## src/sv/assert_macros.svh

```systemverilog
// ----------------------------------------------------------------------------
// Assertion macros
// Shared concurrent assertion helpers for the ack reply cache RTL.
// ----------------------------------------------------------------------------
`ifndef ASSERT_MACROS_SVH
`define ASSERT_MACROS_SVH

`ifndef SYNTHESIS
// Property must hold at every rising clock edge outside reset.
`define ASSERT_PROP(label, clk, rst_n, prop) \
  label: assert property (@(posedge clk) disable iff (!rst_n) (prop)) \
    else $error("assertion failed");
// Condition must never be true at a rising clock edge outside reset.
`define ASSERT_NEVER(label, clk, rst_n, cond) \
  label: assert property (@(posedge clk) disable iff (!rst_n) !(cond)) \
    else $error("forbidden condition seen");
`else
`define ASSERT_PROP(label, clk, rst_n, prop)
`define ASSERT_NEVER(label, clk, rst_n, cond)
`endif

`endif

```

## src/sv/arc_pkg.sv

```systemverilog
// ----------------------------------------------------------------------------
// arc_pkg
// Types and constants of the ack reply cache.
// ----------------------------------------------------------------------------
`timescale 1ns / 1ps

package arc_pkg;

  localparam logic       MODE_STORE         = 1'b0;
  localparam logic       MODE_LOOKUP        = 1'b1;
  localparam logic       STATUS_OK          = 1'b0;
  localparam logic       STATUS_BAD_PAYLOAD = 1'b1;
  localparam logic [31:0] TIMEOUT_RESET     = 32'd5000;

  typedef struct packed {
    logic        mode;
    logic [15:0] origin_network;
    logic [15:0] origin_node;
    logic [15:0] sequence_req;
    logic [31:0] now_ms;
    logic [15:0] ack_handle;
    logic        payload_ok;
    logic        ack_required;
  } arc_in_t;

  typedef struct packed {
    logic        status;
    logic        hit;
    logic [15:0] found_handle;
  } arc_out_t;

  typedef struct packed {
    logic [15:0] network;
    logic [15:0] node;
    logic [15:0] sequence_num;
    logic [31:0] stored_time;
    logic [15:0] handle;
  } arc_entry_t;

  // Result of the shared age unit for the entry under inspection.
  typedef struct packed {
    logic [31:0] age;
    logic        expired;
    logic        older;
  } arc_age_t;

  typedef enum logic [1:0] {
    ST_IDLE,
    ST_SCAN,
    ST_WRITE,
    ST_RESP
  } arc_state_e;

endpackage

```

## src/sv/arc_age_unit.sv

```systemverilog
// ----------------------------------------------------------------------------
// arc_age_unit
// Shared age unit: wrapped entry age, expiry test and oldest-entry compare.
// ----------------------------------------------------------------------------
`timescale 1ns / 1ps

module arc_age_unit (
  input  logic [31:0]     now_i,
  input  logic [31:0]     stored_i,
  input  logic [31:0]     timeout_i,
  input  logic [31:0]     best_age_i,
  output arc_pkg::arc_age_t res_o
);

  logic [31:0] age;

  // Modulo 2^32 subtraction gives the wrapped age directly.
  assign age         = now_i - stored_i;
  assign res_o.age     = age;
  assign res_o.expired = (age >= timeout_i);
  assign res_o.older   = (age > best_age_i);

endmodule

```

## src/sv/arc_entry_store.sv

```systemverilog
// ----------------------------------------------------------------------------
// arc_entry_store
// Entry memory with registered read port, plus per-entry valid flip-flops.
// ----------------------------------------------------------------------------
`timescale 1ns / 1ps

module arc_entry_store #(
  parameter int unsigned ENTRIES = 8,
  parameter int unsigned IDX_W   = 3
) (
  input  logic                 clk_i,
  input  logic                 rst_ni,
  input  logic                 rd_en_i,
  input  logic [IDX_W-1:0]     rd_idx_i,
  output arc_pkg::arc_entry_t  rd_data_o,
  input  logic                 wr_en_i,
  input  logic [IDX_W-1:0]     wr_idx_i,
  input  arc_pkg::arc_entry_t  wr_data_i,
  input  logic                 clr_en_i,
  input  logic [IDX_W-1:0]     clr_idx_i,
  output logic [ENTRIES-1:0]   valid_o
);

  arc_pkg::arc_entry_t mem [ENTRIES];
  arc_pkg::arc_entry_t rd_data_q;
  logic [ENTRIES-1:0]  valid_q;

  always_ff @(posedge clk_i) begin
    if (wr_en_i) begin
      mem[wr_idx_i] <= wr_data_i;
    end
    if (rd_en_i) begin
      rd_data_q <= mem[rd_idx_i];
    end
  end

  // Only valid entries are ever looked at, so the memory itself needs no reset.
  always_ff @(posedge clk_i or negedge rst_ni) begin
    if (!rst_ni) begin
      valid_q <= '0;
    end else begin
      if (clr_en_i) begin
        valid_q[clr_idx_i] <= 1'b0;
      end
      if (wr_en_i) begin
        valid_q[wr_idx_i] <= 1'b1;
      end
    end
  end

  assign rd_data_o = rd_data_q;
  assign valid_o   = valid_q;

endmodule

```

## src/sv/ack_reply_cache.sv

```systemverilog
// A store with valid payload and a lookup with ack required scan the entries,
// one entry per cycle; a store then writes its entry in ST_WRITE before its
// result is registered. Invalid-payload stores and lookups without ack required
// skip the scan and go straight to ST_RESP.
// One item at a time; a new item is taken once the result sits in the output register.
// Reset clears all valid bits and sets timeout_ms to 5000; no clearing pass.
// ----------------------------------------------------------------------------
// ack_reply_cache
// Timed acknowledgement cache with expiry, lookup and oldest-entry replacement.
// ----------------------------------------------------------------------------
`timescale 1ns / 1ps
`include "assert_macros.svh"

module ack_reply_cache #(
  parameter int unsigned CACHE_ENTRIES = 8
) (
  input  logic              clk_i,
  input  logic              rst_ni,
  input  logic              in_valid_i,
  output logic              in_stall_o,
  input  arc_pkg::arc_in_t  in_data_i,
  output logic              out_valid_o,
  input  logic              out_stall_i,
  output arc_pkg::arc_out_t out_data_o,
  input  logic              cfg_valid_i,
  output logic              cfg_ready_o,
  input  logic [31:0]       cfg_data_i
);

  localparam int unsigned IDX_W = (CACHE_ENTRIES > 1) ? $clog2(CACHE_ENTRIES) : 1;
  localparam int unsigned CNT_W = $clog2(CACHE_ENTRIES + 1);
  localparam logic [IDX_W-1:0] LAST_IDX = IDX_W'(CACHE_ENTRIES - 1);
  localparam logic [CNT_W-1:0] CNT_END  = CNT_W'(CACHE_ENTRIES);

  arc_pkg::arc_state_e state_q, state_d;
  arc_pkg::arc_in_t    req_q, req_d;
  arc_pkg::arc_out_t   res_q, res_d;
  arc_pkg::arc_out_t   out_data_q, out_data_d;
  logic                out_valid_q, out_valid_d;
  logic [31:0]         timeout_q;

  logic [CNT_W-1:0] rd_cnt_q, rd_cnt_d;
  logic             proc_vld_q, proc_vld_d;
  logic [IDX_W-1:0] proc_idx_q, proc_idx_d;
  logic             match_found_q, match_found_d;
  logic [IDX_W-1:0] match_idx_q, match_idx_d;
  logic [15:0]      match_handle_q, match_handle_d;
  logic             free_found_q, free_found_d;
  logic [IDX_W-1:0] free_idx_q, free_idx_d;
  logic             old_found_q, old_found_d;
  logic [IDX_W-1:0] old_idx_q, old_idx_d;
  logic [31:0]      best_age_q, best_age_d;

  logic                 rd_en, wr_en, clr_en;
  logic [IDX_W-1:0]     rd_idx, wr_idx;
  arc_pkg::arc_entry_t  rd_data, wr_data;
  logic [CACHE_ENTRIES-1:0] valid;
  arc_pkg::arc_age_t    age_res;
  logic                 cur_valid, cur_live, key_eq;

  arc_entry_store #(
    .ENTRIES (CACHE_ENTRIES),
    .IDX_W   (IDX_W)
  ) u_store (
    .clk_i     (clk_i),
    .rst_ni    (rst_ni),
    .rd_en_i   (rd_en),
    .rd_idx_i  (rd_idx),
    .rd_data_o (rd_data),
    .wr_en_i   (wr_en),
    .wr_idx_i  (wr_idx),
    .wr_data_i (wr_data),
    .clr_en_i  (clr_en),
    .clr_idx_i (proc_idx_q),
    .valid_o   (valid)
  );

  arc_age_unit u_age (
    .now_i      (req_q.now_ms),
    .stored_i   (rd_data.stored_time),
    .timeout_i  (timeout_q),
    .best_age_i (best_age_q),
    .res_o      (age_res)
  );

  assign cur_valid = valid[proc_idx_q];
  assign cur_live  = cur_valid && !age_res.expired;
  assign key_eq    = (rd_data.network == req_q.origin_network) &&
                     (rd_data.node == req_q.origin_node) &&
                     (rd_data.sequence_num == req_q.sequence_req);
  assign rd_idx    = rd_cnt_q[IDX_W-1:0];

  assign wr_data.network      = req_q.origin_network;
  assign wr_data.node         = req_q.origin_node;
  assign wr_data.sequence_num = req_q.sequence_req;
  assign wr_data.stored_time  = req_q.now_ms;
  assign wr_data.handle       = req_q.ack_handle;

  // Replacement order: matching entry, then first free slot, then oldest entry.
  always_comb begin
    priority if (match_found_q) begin
      wr_idx = match_idx_q;
    end else if (free_found_q) begin
      wr_idx = free_idx_q;
    end else begin
      wr_idx = old_idx_q;
    end
  end

  always_comb begin
    state_d        = state_q;
    req_d          = req_q;
    res_d          = res_q;
    out_valid_d    = out_valid_q && out_stall_i;
    out_data_d     = out_data_q;
    rd_cnt_d       = rd_cnt_q;
    proc_vld_d     = 1'b0;
    proc_idx_d     = proc_idx_q;
    match_found_d  = match_found_q;
    match_idx_d    = match_idx_q;
    match_handle_d = match_handle_q;
    free_found_d   = free_found_q;
    free_idx_d     = free_idx_q;
    old_found_d    = old_found_q;
    old_idx_d      = old_idx_q;
    best_age_d     = best_age_q;
    rd_en          = 1'b0;
    wr_en          = 1'b0;
    clr_en         = 1'b0;

    unique case (state_q)
      arc_pkg::ST_IDLE: begin
        if (in_valid_i) begin
          req_d              = in_data_i;
          res_d.status       = arc_pkg::STATUS_OK;
          res_d.hit          = 1'b0;
          res_d.found_handle = '0;
          rd_cnt_d           = '0;
          match_found_d      = 1'b0;
          free_found_d       = 1'b0;
          old_found_d        = 1'b0;
          best_age_d         = '0;
          if (in_data_i.mode == arc_pkg::MODE_STORE && !in_data_i.payload_ok) begin
            res_d.status = arc_pkg::STATUS_BAD_PAYLOAD;
            state_d      = arc_pkg::ST_RESP;
          end else if (in_data_i.mode == arc_pkg::MODE_LOOKUP &&
                       !in_data_i.ack_required) begin
            state_d = arc_pkg::ST_RESP;
          end else begin
            state_d = arc_pkg::ST_SCAN;
          end
        end
      end
      arc_pkg::ST_SCAN: begin
        if (rd_cnt_q < CNT_END) begin
          rd_en      = 1'b1;
          rd_cnt_d   = CNT_W'(rd_cnt_q + 1'b1);
          proc_vld_d = 1'b1;
          proc_idx_d = rd_idx;
        end
        // Read data for proc_idx_q arrives in the cycle after its address.
        if (proc_vld_q) begin
          clr_en = cur_valid && age_res.expired;
          if (cur_live && key_eq && !match_found_q) begin
            match_found_d  = 1'b1;
            match_idx_d    = proc_idx_q;
            match_handle_d = rd_data.handle;
          end
          if (!cur_live && !free_found_q) begin
            free_found_d = 1'b1;
            free_idx_d   = proc_idx_q;
          end
          // Strict compare keeps the lowest index on equal ages.
          if (cur_live && (!old_found_q || age_res.older)) begin
            old_found_d = 1'b1;
            old_idx_d   = proc_idx_q;
            best_age_d  = age_res.age;
          end
          if (proc_idx_q == LAST_IDX) begin
            if (req_q.mode == arc_pkg::MODE_STORE) begin
              state_d = arc_pkg::ST_WRITE;
            end else begin
              res_d.hit          = match_found_d;
              res_d.found_handle = match_found_d ? match_handle_d : 16'd0;
              state_d            = arc_pkg::ST_RESP;
            end
          end
        end
      end
      arc_pkg::ST_WRITE: begin
        wr_en   = 1'b1;
        state_d = arc_pkg::ST_RESP;
      end
      arc_pkg::ST_RESP: begin
        if (!out_valid_q || !out_stall_i) begin
          out_valid_d = 1'b1;
          out_data_d  = res_q;
          state_d     = arc_pkg::ST_IDLE;
        end
      end
      default: begin
        state_d = arc_pkg::ST_IDLE;
      end
    endcase
  end

  always_ff @(posedge clk_i or negedge rst_ni) begin
    if (!rst_ni) begin
      state_q     <= arc_pkg::ST_IDLE;
      out_valid_q <= 1'b0;
      proc_vld_q  <= 1'b0;
      rd_cnt_q    <= '0;
      timeout_q   <= arc_pkg::TIMEOUT_RESET;
    end else begin
      state_q     <= state_d;
      out_valid_q <= out_valid_d;
      proc_vld_q  <= proc_vld_d;
      rd_cnt_q    <= rd_cnt_d;
      if (cfg_valid_i) begin
        timeout_q <= cfg_data_i;
      end
    end
  end

  always_ff @(posedge clk_i) begin
    req_q          <= req_d;
    res_q          <= res_d;
    out_data_q     <= out_data_d;
    proc_idx_q     <= proc_idx_d;
    match_found_q  <= match_found_d;
    match_idx_q    <= match_idx_d;
    match_handle_q <= match_handle_d;
    free_found_q   <= free_found_d;
    free_idx_q     <= free_idx_d;
    old_found_q    <= old_found_d;
    old_idx_q      <= old_idx_d;
    best_age_q     <= best_age_d;
  end

  assign in_stall_o  = (state_q != arc_pkg::ST_IDLE);
  assign out_valid_o = out_valid_q;
  assign out_data_o  = out_data_q;
  assign cfg_ready_o = 1'b1;

  `ASSERT_PROP(a_busy_after_accept, clk_i, rst_ni, (in_valid_i && !in_stall_o) |=> in_stall_o)
  `ASSERT_PROP(a_proc_in_scan, clk_i, rst_ni, proc_vld_q |-> (state_q == arc_pkg::ST_SCAN))
  `ASSERT_PROP(a_write_then_resp, clk_i, rst_ni, wr_en |=> (state_q == arc_pkg::ST_RESP))
  `ASSERT_NEVER(a_handle_without_hit, clk_i, rst_ni, out_valid_o && !out_data_o.hit && (out_data_o.found_handle != 16'd0))
  `ASSERT_NEVER(a_bad_status_hit, clk_i, rst_ni, out_valid_o && (out_data_o.status == arc_pkg::STATUS_BAD_PAYLOAD) && out_data_o.hit)

endmodule

```

## config.mk

```make
export PLATFORM = sky130hd
export DESIGN_NAME = ack_reply_cache
export DESIGN_NICKNAME = d
export VERILOG_FILES = /design/src/sv/arc_pkg.sv /design/src/sv/arc_age_unit.sv /design/src/sv/arc_entry_store.sv /design/src/sv/ack_reply_cache.sv
export VERILOG_INCLUDE_DIRS = /design/src /design/src/sv
export SDC_FILE = /design/constraint.sdc
export NUM_CORES = 1
export LEC_CHECK = 0
export ABC_CLOCK_PERIOD_IN_PS = 19100
export BUFFER_PORTS_ARGS = -buffer_cell sky130_fd_sc_hd__buf_2
export CAP_MARGIN = 10
export CORE_MARGIN = 4
export CORE_UTILIZATION = 52
export CTS_CLUSTER_SIZE = 8
export DETAILED_ROUTE_END_ITERATION = 12
export PLACE_DENSITY_LB_ADDON = 0.25
export SLEW_MARGIN = 40
export SYNTH_ARGS = -nofsm -noshare
export SYNTH_HDL_FRONTEND = slang
export SYNTH_SLANG_ARGS = --single-unit
```

## constraint.sdc

```tcl
create_clock -name clk_i -period 19.1 [get_ports clk_i]
set_clock_uncertainty 0.15 [all_clocks]
set_input_delay 3.82 -clock clk_i [delete_from_list [all_inputs] [get_ports clk_i]]
set_output_delay 3.82 -clock clk_i [all_outputs]
set_load 0.02 [all_outputs]
```

# Word level (Yosys, flattened, before mapping)
# Memories as Yosys holds them, arrays and structs flattened. A register that Yosys moved wholly into a read port is not among the register bits.
# Index checks and enable logic that the tools add are counted.
# word_totals
register_bits,244
ramBits,768
inputBits,136
output_inout_bits,21
wordCells,150
mem_count,1
# op_classes
n_addsub,2
magnitude_cmp,7
eq_ne,15
muxes,54
bitwise_logic,4
n_reduce_logical,40
# memory_table
name,words,word_bits,rd,rd_clocked_by_memory_dff,write_ports,line_no,rtl
u_store.mem,8,96,1,1,1,arc_entry_store.sv:24,arc_pkg::arc_entry_t mem [ENTRIES];
# ops
operator,count
$mux 32,3
$mux 17,4
$pmux 32 s2,1
$eq 16x16->1,3
$pmux 17 s2,1
$ge 32x32->1,1
$gt 32x32->1,1
$mux 16,2
$sub 32x32->32,1
$mux 1,23
$mux 8,2
$ne 2x2->1 const B,8
$reduce_and 3->1,5
$logic_and 1x1->1,13
$mux 2,6
$reduce_and 4->1,3
$logic_not 1->1,9
$and 8x8->8,1
$lt 3x4->1 const B,2
$mux 4,2
$not 8->8,1
$or 8x8->8,1
$pmux 2 s4,1
$pmux 4 s2,1
other kinds (16),27

# Depth between registers and ports, before layout
# Gate-level depths: netlist of run 1.
# logic_depth
ltp_word,14
ltp_mapped,20

# Cells and area by module
# Synthesis of run 1 repeated with hierarchy kept, for this count alone.
# hier_totals
hier_cells,2260
area_unflattened_um2,44700.4
# modules_own_cells
mod,instances,cells_per_inst,area_per_inst_um2,seq_area_each_um2
arc_entry_store,1,1244,32129.6,26145.1
ack_reply_cache,1,549,9208.8,6892.9
arc_age_unit,1,467,3362.0,0.0

# Worst setup path before layout of run 1
# Ideal clock, no wire load.
# synth_timing
kind,input port to flip-flop
start,in in_valid_i
end,reg best_age_q[0] (enable)
setup_ps,474
arrival_ps,6802
path_slack_ps,11674
cell_stages,4
n_path_buf,0
path_cell_list,nand2b_1 > o21ai_0 > a21oi_1 > a21boi_0
# synth_via
elab_chain_len,2
# synth_rtl
item,line_no,rtl
start: declaration,ack_reply_cache.sv:19,"input logic in_valid_i,"
$ne 2x2->1 (no source line),n/a,
$reduce_and 4->1 (no source line),n/a,
end signal: assignment,ack_reply_cache.sv:237,best_age_q <= best_age_d;
end: declaration,ack_reply_cache.sv:52,"logic [31:0] best_age_q, best_age_d;"
# No other way between the ends.
# A chain may end at the register's enable or synchronous reset.

==> impl_metrics.ini, run 1 <==
[setup_path]
r2r_start = req_q[25]
crit_fanout = 19
start_kind = flip-flop
cp_cell_sequence = ha_1, a21o_1, a211oi_1, nand4b_1, nand4_1, a31oi_1, a221oi_2, xnor2_1, ha_1, a21o_1, a21oi_1, o31ai_1, a21oi_1, buf_4, o2111ai_1, a21boi_4, buf_8
path_class = reg -> reg
critPathMaxStageDelay_ns = 0.55
cp-startpoint = req_q[25]
critical_path_arrival_ns = 6.13
required_ns = 19.35
endpoint_kind = flip-flop
cpMaxStageDelayCell = a211oi_1

[synthesis]
synthArstFlopShare_pct = 4.33
synth_top_area_share_pct = 71.9
synth_fp_nets = 2531
yosysUniqueCellTypes = 69
yosysSeqAreaShare_pct = 74.6
synth_area_leaders = edfxtp_1 72%, mux4_2 9.8%, mux2_2 2.9%
synth_ff_type = edfxtp_1
synth-seq-cells = 1108
netlist_instances = 2293
ys_warn_count = 0
yosysTopAreaCell = edfxtp_1
synth_area_sq_um = 44300
synth_edf_count = 1060
avgSynthCellArea_sq_um = 19.3

[grt]
grt_pass1_wl_microns = 139000
antenna_found_initial = 0
grt_util_all_layers_pct = 20.4
grt_pass1_vias = 23328
grt.overflow.total = 0
grt_max_degree = 71

[timing]
hold_violations = 0
post-route-min-period_ns = 5.87
tns_ns = 0
maxSlewViolCount = 0
fin_crit_sh_pct = 30.7
finalSetupViolCount = 0
slew-limit-headroom_pct = 46.6
max_freq_mhz = 170
worst_pin_slew_ns = 0.801
rsz0062_at_grt = false

[cts]
cts_resized = 0
cts_max_level = 4
cts_setup_buffers = 0
cts.path.max_buffers = 3
clkSinkCount = 1108
insertion_delay_ns = 0.74
cts_made_buffers = 156
cts-root-buf = clkbuf_16
ctsHoldBuffers = 0
clkTransAtPathRegs_ns = 0.05
cts_tree = done

[drt]
vias = 21689
drt_wl_total_microns = 90500
drtIter0Drc = 1846
vias_per_cell = 5.79
first_pass_iters = 5
ant_nets = 0
drc_errors = 0
wl_per_cell_microns = 24.2

[flow_run]
drv_cap = 0

[final_layout]
utilization_pct = 60.8
drive_gt1_share_pct = 27.0
antennaDiodeCount = 0
nets = 2796
syn_to_final_growth_pct = 15.3
layout.cells.non_filler = 3746

[die]
rows = 106
die_h_microns = 300
start_util_pct = 52.7
num_io_pins = 157
dieArea_sq_um = 89900
die_w_microns = 300
core_region_area_sq_um = 84100

[place]
dp.cells = 3534
portBuffers = 155
place_congestion = 0.833
dp_hpwl_microns = 51300

[min_path]
hold_path_class = reg -> reg
worstHoldStart = res_q[17]

[outcome]
outcome = finished clean

[power_and_ir_drop]
vdd_ir_drop_max_uv = 129
power_per_cell_area_nw_per_um2 = 161
p_leak_uw = 0.0174
final timing paths:
path                                  end  slack [ns]  depth (start not counted)
setup / recovery           best_age_q[28]       13.23                         17
hold / removal             out_data_o[17]        0.26                          0
setup reg to reg           best_age_q[28]       13.23                         17
hold reg to reg            out_data_o[17]        0.26                          0
max in group asynchronous     rd_cnt_q[1]       15.20                          2
min in group asynchronous    timeout_q[5]        3.08                          2
power by group:
group          internal, uW  switching, uW  total (uW)
sequential             3270            207        3480
combinational           968           1270        2240
clock                  1510            982        2490
total                  5750           2460        8210
area by class of cell:
class | instances | area (sq um)
repair buffers | 193 | 1220
inverters | 109 | 414
clock buffers | 199 | 4130
well taps | 1134 | 1420
clock inverters | 13 | 320
flip-flops and latches | 1108 | 33000
fillers | 5988 | 33000
multi-input cells | 990 | 10500
through the flow:
step                      cell area, sq um  hold WS (ns)  setup slack, ns  total power [uW]
after CTS                            51100         0.268            13.18              8300
after global placement               46500         0.259            12.71              5660
after detailed placement             46600         0.263            12.79              5780
after floorplan                      44300         0.250            11.67              5120
after global routing                 51100         0.268            12.93              8670
final                                51100         0.265            13.23              8210
worst max-delay path, delay by kind of cell, from the launching register on:
family	cells	cell delay (ns)
adders and majority gates	2	0.73
DFF	1	0.53
buffers and inverters	2	0.50
and+or+nand+nor	2	0.67
AOI/OAI and AO/OA	10	2.74
xor gates and xnor gates	1	0.21
Yosys cell counts, types with 4 or more instances:
| cell | n |
|---|---|
| ha_1 | 101 |
| nand2_1 | 97 |
| a32o_1 | 16 |
| o41ai_1 | 7 |
| a21oi_1 | 67 |
| nand3_1 | 13 |
| o31ai_1 | 5 |
| clkbuf_1 | 52 |
| a21boi_0 | 4 |
| a211oi_1 | 9 |
| edfxtp_1 | 1060 |
| mux4_2 | 192 |
| nor4_1 | 12 |
| xor2_1 | 58 |
| mux2_2 | 113 |
| inv_1 | 109 |
| nor2_1 | 38 |
| mux2i_1 | 11 |
| nand4_1 | 17 |
| and2_1 | 31 |
| o21a_1 | 5 |
| buf_1 | 7 |
| o21ai_0 | 70 |
| a21o_1 | 17 |
| xnor2_1 | 18 |
| or4_1 | 4 |
| nor3_1 | 8 |
| buf_2 | 20 |
| dfstp_2 | 5 |
| a31oi_1 | 7 |
| dfrtp_1 | 43 |
| nand2b_1 | 8 |
| nor2b_1 | 12 |
| and3_1 | 7 |
cell families (layout without fill, tap and decap cells):
family                     Yosys count  in the layout  synth area share, %
buffers and inverters              195            514                 1.81
adders and majority gates          102            102                 2.90
and+or+nand+nor                    265            265                 3.03
AOI/OAI and AO/OA                  230            230                 3.29
muxes                              316            316                 12.9
xor gates and xnor gates            76             76                 1.50
DFF                               1108           1108                 74.6
other                                1              1              0.00847
layer usage:
layer,vias to the layer above,track usage (%),routed length [microns]
met3,142,3.58,4880
met1,11275,27.7,37700
met5,-,0,0
li1,9642,-,-
met2,630,34.5,46100
met4,0,5.89,1780
registers in the layout, indices dropped and copies added (netlist names):
| name | flops |
|---|---|
| match_idx_q | 3 |
| match_handle_q | 16 |
| old_found_q | 1 |
| u_store.rd_data_o | 96 |
| proc_idx_q | 3 |
| match_found_q | 1 |
| req_q | 97 |
| res_q | 18 |
| state_q | 2 |
| best_age_q | 32 |
| proc_vld_q | 1 |
| free_found_q | 1 |
| u_store.mem | 768 |
| u_store.valid_o | 8 |
| timeout_q | 32 |
| old_idx_q | 3 |
| rd_cnt_q | 4 |
| out_valid_o | 1 |
| out_data_o | 18 |
| free_idx_q | 3 |
layout by cell type, fill, tap and decap left out, drive strengths merged, types with 7 or more instances in the layout:
| cell type | n |
|---|---|
| nor4 | 12 |
| edfxtp | 1060 |
| a31oi | 7 |
| nor2b | 12 |
| a32o | 16 |
| ha | 101 |
| nand2 | 97 |
| dfrtp | 43 |
| mux2 | 113 |
| nor3 | 8 |
| a211oi | 9 |
| nand4 | 17 |
| buf | 193 |
| clkinv | 10 |
| inv | 112 |
| clkbuf | 199 |
| a21oi | 68 |
| a21o | 18 |
| o21ai | 71 |
| o41ai | 7 |
| and2 | 32 |
| nand3 | 14 |
| xor2 | 58 |
| mux2i | 11 |
| nand2b | 8 |
| xnor2 | 18 |
| mux4 | 192 |
| nor2 | 38 |
| and3 | 9 |
No activity file was read; power rests on OpenSTA's default activity.
==> inputs of run 2 (changes only) <==
ABC_CLOCK_PERIOD_IN_PS = 6100   (was 19100)
clock period = 6.1 ns   (was 19.1 ns; I/O delays follow)
==> run 2 against run 1 <==
Core utilization about the same. Sequential power rose to 3.1 times the previous value. Non-clock buffer count up 1. Maximum frequency up 6.1%. Critical path depth unchanged. Power rose to 3.1 times the previous value. First-iteration DRC count down 1.5%. Die area unchanged. Cell area about the same. Combinational power rose to 3.1 times the previous value. Sequential cell count unchanged.
==> impl_metrics.ini, run 2 (synthesized netlist as in run 1, its figures left out) <==
[cts]
insertion_delay_ns = 0.75
clkSinkCount = 1108
cts_max_level = 4
clkTransAtPathRegs_ns = 0.05
cts_resized = 0
cts-root-buf = clkbuf_16
cts_setup_buffers = 0
cts.path.max_buffers = 3
cts_made_buffers = 156
ctsHoldBuffers = 0
cts_tree = done

[grt]
grt_util_all_layers_pct = 20.7
antenna_found_initial = 2
grt_pass1_vias = 23222
grt_pass1_wl_microns = 140000
grt.overflow.total = 0
grt_max_degree = 98

[timing]
max_freq_mhz = 181
fin_crit_sh_pct = 90.7
maxSlewViolCount = 0
post-route-min-period_ns = 5.53
finalSetupViolCount = 0
worst_pin_slew_ns = 0.813
slew-limit-headroom_pct = 45.8
hold_violations = 0
rsz0062_at_grt = false
tns_ns = 0

[drt]
highest_layer = met4
wl_per_cell_microns = 24.4
vias = 21810
ant_nets = 0
wl_met1_microns = 38700
drc_errors = 0
drt_wl_total_microns = 91700
wl_met3_microns = 5190
dr_wl_met2_microns = 45700
first_pass_iters = 7
drtIter0Drc = 1819
vias_per_cell = 5.80

[setup_path]
start_kind = flip-flop
r2r_setup_slack_ns = 0.57
critical_path_arrival_ns = 5.87
endpoint_kind = flip-flop
cp-startpoint = req_q[25]
cpMaxStageDelayCell = edfxtp_1
path_buf_inv = 2
path_class = reg -> reg
required_ns = 6.43
cp_cell_sequence = ha_1, a21o_1, a211oi_1, nand4b_1, nand4_1, a31oi_1, a221oi_2, xnor2_1, ha_1, a21o_1, a21oi_1, o31ai_1, a21oi_1, buf_4, and4b_1, buf_4, mux2_2
crit_fanout = 33
r2r_start = req_q[25]
critPathMaxStageDelay_ns = 0.49
critical_path.top_delay_family = compound AO/OA/AOI/OAI gates

[die]
num_io_pins = 157
rows = 106
core_region_area_sq_um = 84100
dieArea_sq_um = 89900
die_h_microns = 300
die_w_microns = 300
start_util_pct = 52.7

[final_layout]
drive_gt1_share_pct = 26.8
final_cell_mix = 1,060 x edfxtp_1, 192 x mux4_2, 156 x clkbuf_16
syn_to_final_growth_pct = 15.3
top_register = u_store.mem
nets = 2797
final_common_cell = edfxtp_1
largest_register_ffs = 768
layout.cells.non_filler = 3758

[min_path]
worstHoldStart = res_q[12]
hold_path_class = reg -> reg

[power_and_ir_drop]
vdd_ir_drop_max_uv = 463
power_per_cell_area_nw_per_um2 = 503
p_leak_uw = 0.0173

[place]
portBuffers = 155
place_congestion = 0.845
dp.cells = 3534
dp_hpwl_microns = 52500

[flow_run]
drv_cap = 0

[outcome]
outcome = finished clean
run 2: changes by cell type in the layout (fill, tap and decap cells not counted), moves of 2 or more:
cell       delta
buf_12        +5
buf_6        -12
clkbuf_16     -3
clkinv_8      +2
clkbuf_1     +12
buf_4        +11
buf_16        -2
run 2: worst register-to-register path: stages, from the launching register on:
cell,delay (ns)
edfxtp_1,0.49
ha_1,0.42
a21o_1,0.21
a211oi_1,0.47
nand4b_1,0.33
nand4_1,0.26
a31oi_1,0.16
a221oi_2,0.35
xnor2_1,0.21
ha_1,0.29
a21o_1,0.16
a21oi_1,0.21
o31ai_1,0.16
a21oi_1,0.22
buf_4,0.24
and4b_1,0.21
buf_4,0.35
mux2_2,0.41
run 2: routing by layer:
metal / vias to the layer above / GRT usage (%)
li1: 9644 / -
met1: 11309 / 28.1
met2: 708 / 34.4
met3: 149 / 3.83
met4: 0 / 6.55
met5: - / 0
run 2: where the power goes:
group	leakage (uW)	internal [uW]	switching (uW)	total, uW
Clock	0.00212	4670	3090	7760
Sequential	0.0102	10200	697	10900
Combinational	0.00505	3010	3980	6990
Total	0.0173	17900	7770	25700
run 2: layout make-up:
cell class                 count  area, sq um
tap                         1134         1420
clock inverter                14          328
inverter                     109          412
sequential                  1108        33000
antenna                        1         2.50
clock buffer                 208         4100
multi-input combinational    990        10600
fill                        6012        33000
timing repair buffer         194         1190
run 2: worst paths after layout:
| check | cells past startpoint | end |
|---|---|---|
| max | 17 | match_handle_q[5] |
| min | 0 | out_data_o[12] |
| max reg2reg | 17 | match_handle_q[5] |
| min reg2reg | 0 | out_data_o[12] |
| max in group asynchronous | 2 | rd_cnt_q[0] |
| min in group asynchronous | 2 | timeout_q[5] |
run 2: stage by stage:
step	power (uW)	hold slack (ns)	utilization [%]	area (sq um)	setup WS (ns)
2_1_floorplan	16000	0.250	-	44300	0.230
3_3_place_gp	17900	0.254	55.4	46500	0.810
3_5_place_dp	18100	0.266	55.4	46600	0.659
4_1_cts	26000	0.277	60.7	51000	0.675
5_1_grt	27100	0.283	60.7	51100	0.389
6_report	25700	0.275	60.7	51100	0.567
==> inputs of run 3 (changes only) <==
ABC_AREA = 1   (was unset)
==> run 3 against run 2 <==
Clock power shrank 2%. Register-to-register slack gained 0.75 ns. First-iteration DRC count grew 41%. Synthesized cell count grew 57%. Maximum frequency grew 16%. Hold slack lost 0.012 ns. Critical path type unchanged. Critical endpoint is now match_idx_q[0]. Highest routed layer unchanged.
==> impl_metrics.ini, run 3 <==
[setup_path]
cpMaxStageDelayCell = edfxtp_1
endpoint_kind = flip-flop
path_class = reg -> reg
critical_path.top_delay_family = compound AO/OA/AOI/OAI gates
required_ns = 6.35
critical_path_arrival_ns = 5.04
crit_fanout = 17
cp_cell_sequence = ha_1, a21oi_1, nand2_1, a21oi_1, o21ai_2, a21oi_1, xor2_1, inv_1, ha_1, a21oi_1, o21ai_0, a21oi_1, nand2_1, a21oi_1, nand4_2, nor2_1
path_buf_inv = 1
start_kind = flip-flop
critPathMaxStageDelay_ns = 0.52
path_common_cell = a21oi_1

[drt]
wl_per_cell_microns = 19.7
vias_per_cell = 5.52
vias = 27418
first_pass_iters = 7
ant_nets = 0
drt_wl_total_microns = 97900
drc_errors = 0
drtIter0Drc = 2572

[timing]
holdWs_ns = 0.262
rsz0062_at_grt = false
finalSetupViolCount = 0
max_freq_mhz = 209
maxSlewViolCount = 0
hold_violations = 0
post-route-min-period_ns = 4.79
worst_pin_slew_ns = 0.821
tns_ns = 0
slew-limit-headroom_pct = 45.3
fin_crit_sh_pct = 78.5

[final_layout]
syn_to_final_growth_pct = 13.9
top_register = u_store.mem
num-fill-cells = 6700
largest_register_ffs = 768
drive_gt1_share_pct = 10.9
final_common_cell = edfxtp_1
final_cell_mix = 1,060 x edfxtp_1, 777 x nor2_1, 474 x o21ai_0
nets = 4023
layout.cells.non_filler = 4968

[power_and_ir_drop]
p_leak_uw = 0.0186
power_per_cell_area_nw_per_um2 = 514
vdd_ir_drop_max_uv = 315

[synthesis]
synth_area_sq_um = 45200
yosysUniqueCellTypes = 49
yosys.area_share.simple_pct = 9.90
netlist_instances = 3605
synthArstFlopShare_pct = 4.33
synth.area.mux_share_pct = 0.0249
yosysTopAreaCell = edfxtp_1
synth_edf_count = 1060
synth-xor-area-share_pct = 1.26
yosysSeqAreaShare_pct = 73.0
synth_common_cells = 1,060 x edfxtp_1, 786 x nor2_1, 474 x o21ai_0, 252 x inv_1, 238 x nand2_1
synth_fp_nets = 3843
synth_ff_type = edfxtp_1
avgSynthCellArea_sq_um = 12.6
synth_top_family_by_area = simple AND/OR/NAND/NOR gates
ys_warn_count = 0
yosysMostFrequentCell = edfxtp_1
synth_adder_area_share_pct = 2.84
synth_compound_area_share_pct = 9.25
synth_area_leaders = edfxtp_1 70%, nor2_1 6.5%, o21ai_0 5.2%
synth_top_area_share_pct = 70.3
synth-seq-cells = 1108

[flow_run]
drv_cap = 0

[grt]
globalRouteMet3Util_pct = 3.64
grt_busiest_layer = met2
grt.overflow.total = 0
grt_util_all_layers_pct = 21.5
grt_pass1_vias = 26461
grt_pass1_wl_microns = 151000
antenna_found_initial = 1
grt_max_degree = 172
use_met1_pct = 30.7
grt_use_met2_pct = 34.3

[cts]
insertion_delay_ns = 0.73
clkTransAtPathRegs_ns = 0.05
clkSinkCount = 1108
cts_made_buffers = 156
cts_resized = 0
cts_max_level = 4
cts-root-buf = clkbuf_16
cts_setup_buffers = 0
cts.path.max_buffers = 3
cts_tree = done
ctsHoldBuffers = 0

[min_path]
hold_path_class = reg -> reg

[die]
die_w_microns = 303
start_util_pct = 52.8
die_h_microns = 303
rows = 107
num_io_pins = 157
core_region_area_sq_um = 85700
dieArea_sq_um = 91800

[place]
portBuffers = 155
dp.cells = 4771
dp_hpwl_microns = 51100
place_congestion = 0.885

[outcome]
outcome = finished clean
-- run 3: cell count changes after synthesis, sizes merged, moves of 37 or more --
cell and change:
a31oi +92, clkbuf +74, inv +150, mux2 -112, mux4 -192, nand2 +142, nor2 +759, o21ai +406
o22ai +95, xor2 -37
-- run 3: area by class of cell --
cell class	instances	area, sq um	area share (%)
Clock buffer	183	4070	7.89
Clock inverter	13	181	0.352
Sequential cell	1108	33000	64.1
Tap cell	1144	1430	2.78
Inverter	259	1000	1.94
Antenna cell	1	2.50	0.00485
Multi-Input combinational cell	2073	10600	20.6
Timing Repair Buffer	187	1200	2.32
-- run 3: kinds of logic (layout without fill, tap and decap cells) --
kind of cell / Yosys count / count (layout)
mux: 1 / 1
buf+inv: 424 / 642
flops: 1108 / 1108
compound gates: 774 / 774
fa+ha+maj: 102 / 102
xor+xnor: 65 / 65
other cells: 1 / 2
simple gates: 1130 / 1130
-- run 3: routing by layer --
metal / part of all wire [%] / wire [microns] / vias to the layer above
li1: - / - / 13125
met1: 45 / 44000 / 13291
met2: 47 / 46000 / 858
met3: 6.3 / 6140 / 144
met4: 1.7 / 1700 / 0
met5: 0 / 0 / -
-- run 3: final timing paths --
check	slack (ns)	startpoint	to	cells after the start
worst max-delay path	1.31	req_q[20]	match_idx_q[0]	16
worst min register to register	0.26	res_q[11]	out_data_o[11]	0
min in group asynchronous	0.45	rst_ni	out_valid_o	2
worst max register to register	1.31	req_q[20]	match_idx_q[0]	16
worst min-delay path	0.26	res_q[11]	out_data_o[11]	0
max in group asynchronous	4.88	rst_ni	rd_cnt_q[1]	2
-- run 3: per-stage QoR --
stage               total power, uW  cell area (sq um)  util, %  setup slack, ns
CTS                           26700              51500     60.2             1.34
global placement              18800              47200     55.1             1.41
floorplan                     16700              45200        -            0.113
finish                        26500              51600     60.2             1.31
global route                  28200              51600     60.2            0.796
detailed placement            19100              47300     55.2             1.36
-- run 3: report_power, final --
group | leakage, uW | switching, uW | internal (uW)
sequential | 0.0102 | 664 | 10400
combinational | 0.00632 | 5380 | 2440
clock | 0.00207 | 2950 | 4630
total | 0.0186 | 9000 | 17500
